### src/rtl/emrb_pkg.sv
`default_nettype none

package emrb_pkg;

    // Width of the ring position fields that are reported on the result channel.
    localparam int unsigned POS_W = 10;

    // Command codes of an input item.
    localparam logic [1:0] CMD_HEADER = 2'd0;
    localparam logic [1:0] CMD_DATA   = 2'd1;
    localparam logic [1:0] CMD_READ   = 2'd2;

    // Status codes of a result item.
    localparam logic [2:0] ST_ACCEPT  = 3'd0;
    localparam logic [2:0] ST_REJECT  = 3'd1;
    localparam logic [2:0] ST_STORED  = 3'd2;
    localparam logic [2:0] ST_DISCARD = 3'd3;
    localparam logic [2:0] ST_READ    = 3'd4;

    // One input item.
    typedef struct packed {
        logic [1:0]       cmd;
        logic [15:0]      msg_len;
        logic [7:0]       data_byte;
        logic [POS_W-1:0] read_index;
    } t_in_item;

    // One result item.
    typedef struct packed {
        logic [2:0]       status;
        logic [7:0]       read_data;
        logic [POS_W-1:0] head_pos;
        logic [POS_W-1:0] tail_pos;
        logic [POS_W-1:0] fill_count;
    } t_out_item;

    // Commands from the controller to the datapath.
    typedef struct packed {
        logic clear_wr;
        logic latch_in;
        logic dec_reject;
        logic dec_discard;
        logic store;
        logic set_top;
        logic pad_wr;
        logic start_evict;
        logic ev1_step;
        logic ev2_step;
        logic set_tail;
        logic finish_hdr;
        logic mod_sub;
        logic rd_issue;
        logic rd_latch;
        logic load_out;
    } t_dp_cmd;

    // Status from the datapath to the controller.
    typedef struct packed {
        logic [1:0] cmd;
        logic       p_last;
        logic       hdr_reject;
        logic       hdr_wrap;
        logic       left_zero;
        logic       need_evict;
        logic       s1_done;
        logic       s2_go;
        logic       ridx_big;
        logic       out_free;
    } t_dp_sts;

endpackage

`default_nettype wire

### src/rtl/emrb_ctrl.sv
`default_nettype none

module emrb_ctrl import emrb_pkg::*; (
    input  wire logic    i_clk,
    input  wire logic    i_rst_n,
    input  wire logic    i_in_valid,
    output logic         o_in_ready,
    input  wire t_dp_sts i_sts,
    output t_dp_cmd      o_cmd
);

    localparam logic [3:0] S_CLEAR  = 4'd0;
    localparam logic [3:0] S_IDLE   = 4'd1;
    localparam logic [3:0] S_DECODE = 4'd2;
    localparam logic [3:0] S_PAD    = 4'd3;
    localparam logic [3:0] S_CHECK  = 4'd4;
    localparam logic [3:0] S_S1_RD  = 4'd5;
    localparam logic [3:0] S_S1_EV  = 4'd6;
    localparam logic [3:0] S_S2_RD  = 4'd7;
    localparam logic [3:0] S_S2_EV  = 4'd8;
    localparam logic [3:0] S_MOD    = 4'd9;
    localparam logic [3:0] S_RD_GET = 4'd10;
    localparam logic [3:0] S_EMIT   = 4'd11;

    logic [3:0] r_state, n_state;

    always_ff @(posedge i_clk) begin
        if (!i_rst_n) begin
            r_state <= S_CLEAR;
        end else begin
            r_state <= n_state;
        end
    end

    // Next state and datapath commands.
    always_comb begin
        n_state    = r_state;
        o_cmd      = '0;
        o_in_ready = 1'b0;
        unique case (r_state)
            S_CLEAR: begin
                o_cmd.clear_wr = 1'b1;
                if (i_sts.p_last) begin
                    n_state = S_IDLE;
                end
            end
            S_IDLE: begin
                o_in_ready = 1'b1;
                if (i_in_valid) begin
                    o_cmd.latch_in = 1'b1;
                    n_state        = S_DECODE;
                end
            end
            S_DECODE: begin
                unique case (i_sts.cmd)
                    CMD_HEADER: begin
                        if (i_sts.hdr_reject) begin
                            o_cmd.dec_reject = 1'b1;
                            n_state          = S_EMIT;
                        end else begin
                            o_cmd.set_top = 1'b1;
                            n_state       = i_sts.hdr_wrap ? S_PAD : S_CHECK;
                        end
                    end
                    CMD_DATA: begin
                        if (i_sts.left_zero) begin
                            o_cmd.dec_discard = 1'b1;
                        end else begin
                            o_cmd.store = 1'b1;
                        end
                        n_state = S_EMIT;
                    end
                    CMD_READ: begin
                        n_state = S_MOD;
                    end
                    default: begin
                        o_cmd.dec_discard = 1'b1;
                        n_state           = S_EMIT;
                    end
                endcase
            end
            // Zero the ring from the old head to its last byte.
            S_PAD: begin
                o_cmd.pad_wr = 1'b1;
                if (i_sts.p_last) begin
                    n_state = S_CHECK;
                end
            end
            S_CHECK: begin
                if (i_sts.need_evict) begin
                    o_cmd.start_evict = 1'b1;
                    n_state           = S_S1_RD;
                end else begin
                    o_cmd.finish_hdr = 1'b1;
                    n_state          = S_EMIT;
                end
            end
            S_S1_RD: begin
                n_state = S_S1_EV;
            end
            S_S1_EV: begin
                o_cmd.ev1_step = 1'b1;
                n_state        = i_sts.s1_done ? S_S2_RD : S_S1_RD;
            end
            S_S2_RD: begin
                n_state = S_S2_EV;
            end
            S_S2_EV: begin
                if (i_sts.s2_go) begin
                    o_cmd.ev2_step = 1'b1;
                    n_state        = S_S2_RD;
                end else begin
                    o_cmd.set_tail = 1'b1;
                    n_state        = S_CHECK;
                end
            end
            // Reduce the read position into the ring, then read it.
            S_MOD: begin
                if (i_sts.ridx_big) begin
                    o_cmd.mod_sub = 1'b1;
                end else begin
                    o_cmd.rd_issue = 1'b1;
                    n_state        = S_RD_GET;
                end
            end
            S_RD_GET: begin
                o_cmd.rd_latch = 1'b1;
                n_state        = S_EMIT;
            end
            S_EMIT: begin
                if (i_sts.out_free) begin
                    o_cmd.load_out = 1'b1;
                    n_state        = S_IDLE;
                end
            end
            default: begin
                n_state = S_IDLE;
            end
        endcase
    end

endmodule

`default_nettype wire

### config.mk
export PLATFORM = sky130hd
export DESIGN_NAME = emrb_ctrl
export DESIGN_NICKNAME = d
export VERILOG_FILES = /design/src/rtl/emrb_pkg.sv /design/src/rtl/emrb_ctrl.sv
export SDC_FILE = /design/constraint.sdc
export NUM_CORES = 1
export LEC_CHECK = 0
export BUFFER_PORTS_ARGS = -buffer_cell sky130_fd_sc_hd__buf_2
export CAP_MARGIN = 10
export CORE_ASPECT_RATIO = 1.4
export CORE_MARGIN = 3
export CORE_UTILIZATION = 30
export CTS_CLUSTER_SIZE = 25
export DETAILED_ROUTE_END_ITERATION = 10
export PLACE_DENSITY = 0.62
export SLEW_MARGIN = 20
export SYNTH_ARGS = -nofsm -noshare
export SYNTH_HDL_FRONTEND = slang
export SYNTH_SLANG_ARGS = --single-unit
export TNS_END_PERCENT = 5
### constraint.sdc
create_clock -name i_clk -period 1.8 [get_ports i_clk]
set_input_delay 0.36 -clock i_clk [delete_from_list [all_inputs] [get_ports i_clk]]
set_output_delay 0.36 -clock i_clk [all_outputs]
set_load 0.005 [all_outputs]
==> results.cfg <==
[power]
p_int_mw = 0.2703
leakagePower_nw = 0.4038
p_per_area_nw_per_um2 = 537.6
clkPwrFrac = 0.241
comb_power_share = 0.513
total_power_mw = 0.4345
peakVddDrop_v = 0.0003188
sw_frac_of_total = 0.3780
power_frac_seq = 0.246
p_switching_mw = 0.1643

[clock_network]
root_buffer = clkbuf_4
cts_hold_buf = 0
cts_tree = built
cts_max_level = 1
clock_path_buffers = 2
cts_buffers = 3
postCtsSetupRepairBufs = 0
clkTransAtPathRegs_ps = 30
clock-sinks = 4
worstSkewPairLatency_ps = 230

[logic_synthesis]
synth_xor_area_frac = 0.01458
synthFlopType = dfxtp_1
yosys.area_share.adder = 0
synth_top_family_by_area = simple AND/OR/NAND/NOR gates
postSynthRegisterBits = 4
syn-num-nets = 96
synth_warnings = 0
syn_avg_cell_area_um2 = 7.324
ys_seq_area_frac = 0.1333
syn_inst = 82
yosysUniqueCellTypes = 37
synthArstFlopShare = 0
synth_mux_area_frac = 0
syn_area_um2 = 600.6
synth_edf_count = 0
synth-compound-area-share = 0.3271
synth-simple-area-share = 0.4146

[floorplanning]
start_util = 0.3292
row_count = 18
die_h_um = 58.94
die-area_um2 = 2582
die_x_um = 43.82
coreArea_um2 = 1824
ioPinCount = 31

[sta]
fin_ws_ps = 142.8
fin_setup_tns_ps = 0
setup_viol = 0
fin_crit_sh = 0.9207
worstMarginPinSlew_ps = 286.2
hold_viol = 0
slew_viol_final = 0
slew_headroom = 0.8078
fmax_mhz = 603.4
fin_skew_ps = 0.2409
rsz0062_at_grt = true
fin_crit_ps = 1657

[worst_setup_path]
cp_data_required_time_ps = 1440
critPathMaxFanout = 12
critPathCaptureType = primary output
start_kind = flip-flop
arrival_ps = 1300
path_class = reg2out

[placed_design]
dpl.hpwl_um = 1491
numPortBuffers = 30
gp_congestion = 0.8283
post-place-ws_ps = 237.9

[global_routing]
antenna_found_initial = 0
grt_pass1_vias = 698
grt_max_degree = 13
gr-total-overflow = 0
track_usage = 0.1435
grt_pass1_wl_um = 2842

[layout]
drive_above_1_share = 0.4224
post-route-util = 0.4431
largest_reg_flops = 4
syn_to_final_growth_pct = 34.58
top_regs = r_state (4)
regMostFlops = r_state
layout.nets = 132
nFillCells = 186
diodes = 0

[job]
maxCapViolCount = 0

[route]
drtIter0Drc = 13
viasPerCell = 5.353
via_count = 728
antenna_left = 0
wl_per_cell_um = 12.88
drcViolationCount = 0
wl_um = 1751
dr.pass1.iters = 4

[worst_hold_path]
hp-class = in2reg

[status]
outcome = completed
routing by layer:
layer / track usage / vias to the layer above / wire length (um)
met1: 0.1630 / 334 / 731
met3: 0.02446 / 0 / 110
met4: 0.04741 / 0 / 0
li1: - / 368 / -
met5: 0 / - / 0
met2: 0.2625 / 26 / 909
cells by family (layout without fill, tap and decap cells):
group / Yosys count / in the layout
compound gates: 23 / 23
buf+inv: 11 / 45
simple gates: 43 / 43
xor+xnor: 1 / 1
flops: 4 / 4
critical path: stages (launching register included):
cell and delay [ps]:
dfxtp_2 460, nand2b_1 170, nor4b_1 280, buf_2 160
worst paths after layout:
path | cells after the start | startpoint | to | slack (ps)
min | 2 | i_rst_n | r_state[0] | 420
max reg2reg | 5 | r_state[0] | r_state[0] | 380
max | 3 | r_state[2] | o_cmd[8] | 140
min reg2reg | 3 | r_state[1] | r_state[1] | 660
layout make-up:
class	count	area [um2]	share of cell area
sequential	4	82.58	0.1022
inverter	5	18.77	0.02322
clock buffer	3	22.52	0.02786
timing repair buffer	37	202.7	0.2508
tap	20	25.02	0.03096
multi-input combinational	67	456.7	0.5650
what timing repair did:
item                       4_1_cts  5_1_grt
hold endpoints to repair         0        0
setup endpoints to repair        1        4
resized for setup                1        2
gates cloned                     0        0
power groups by stage:
stage	clock, mW	combinational, mW	sequential, mW
after floorplan	0	0.160	0.0998
after global placement	0	0.220	0.108
after detailed placement	0	0.222	0.108
after CTS	0.109	0.223	0.106
after global routing	0.118	0.246	0.109
final	0.105	0.223	0.107
per-stage QoR:
step | hold WS [ps] | area [um2] | instances
after global placement | 654.9 | 780.7 | 133
after floorplan | 501.9 | 600.6 | 82
after CTS | 415.1 | 804.5 | 136
final | 419.1 | 808.3 | 136
after detailed placement | 656.4 | 780.7 | 133
after global routing | 410.5 | 808.3 | 136
cell usage after synthesis, drive strengths merged (2+ instances only):
library cell | count | area (um2)
o22a | 2 | 17.52
buf | 6 | 47.54
a21oi | 3 | 15.01
nand2 | 4 | 15.01
inv | 5 | 18.76
o21ai | 5 | 25.02
dfxtp | 4 | 80.08
nor4 | 3 | 33.78
nor3 | 8 | 45.04
o2111ai | 2 | 30.03
and3 | 4 | 25.02
nor2 | 11 | 41.29
nor2b | 3 | 18.77
nand2b | 4 | 25.02
layout by cell type, fill, tap and decap left out, types with 2 or more instances in the layout:
cell,n
a21oi_1,3
and3_1,4
buf_2,30
buf_4,7
clkbuf_4,3
dfxtp_1,2
dfxtp_2,2
inv_1,4
nand2_1,4
nand2b_1,4
nor2_1,11
nor2b_1,2
nor3_1,7
nor4_1,2
o2111ai_2,2
o21ai_0,5
o22a_1,2
Power figures use the tool's default switching activity.
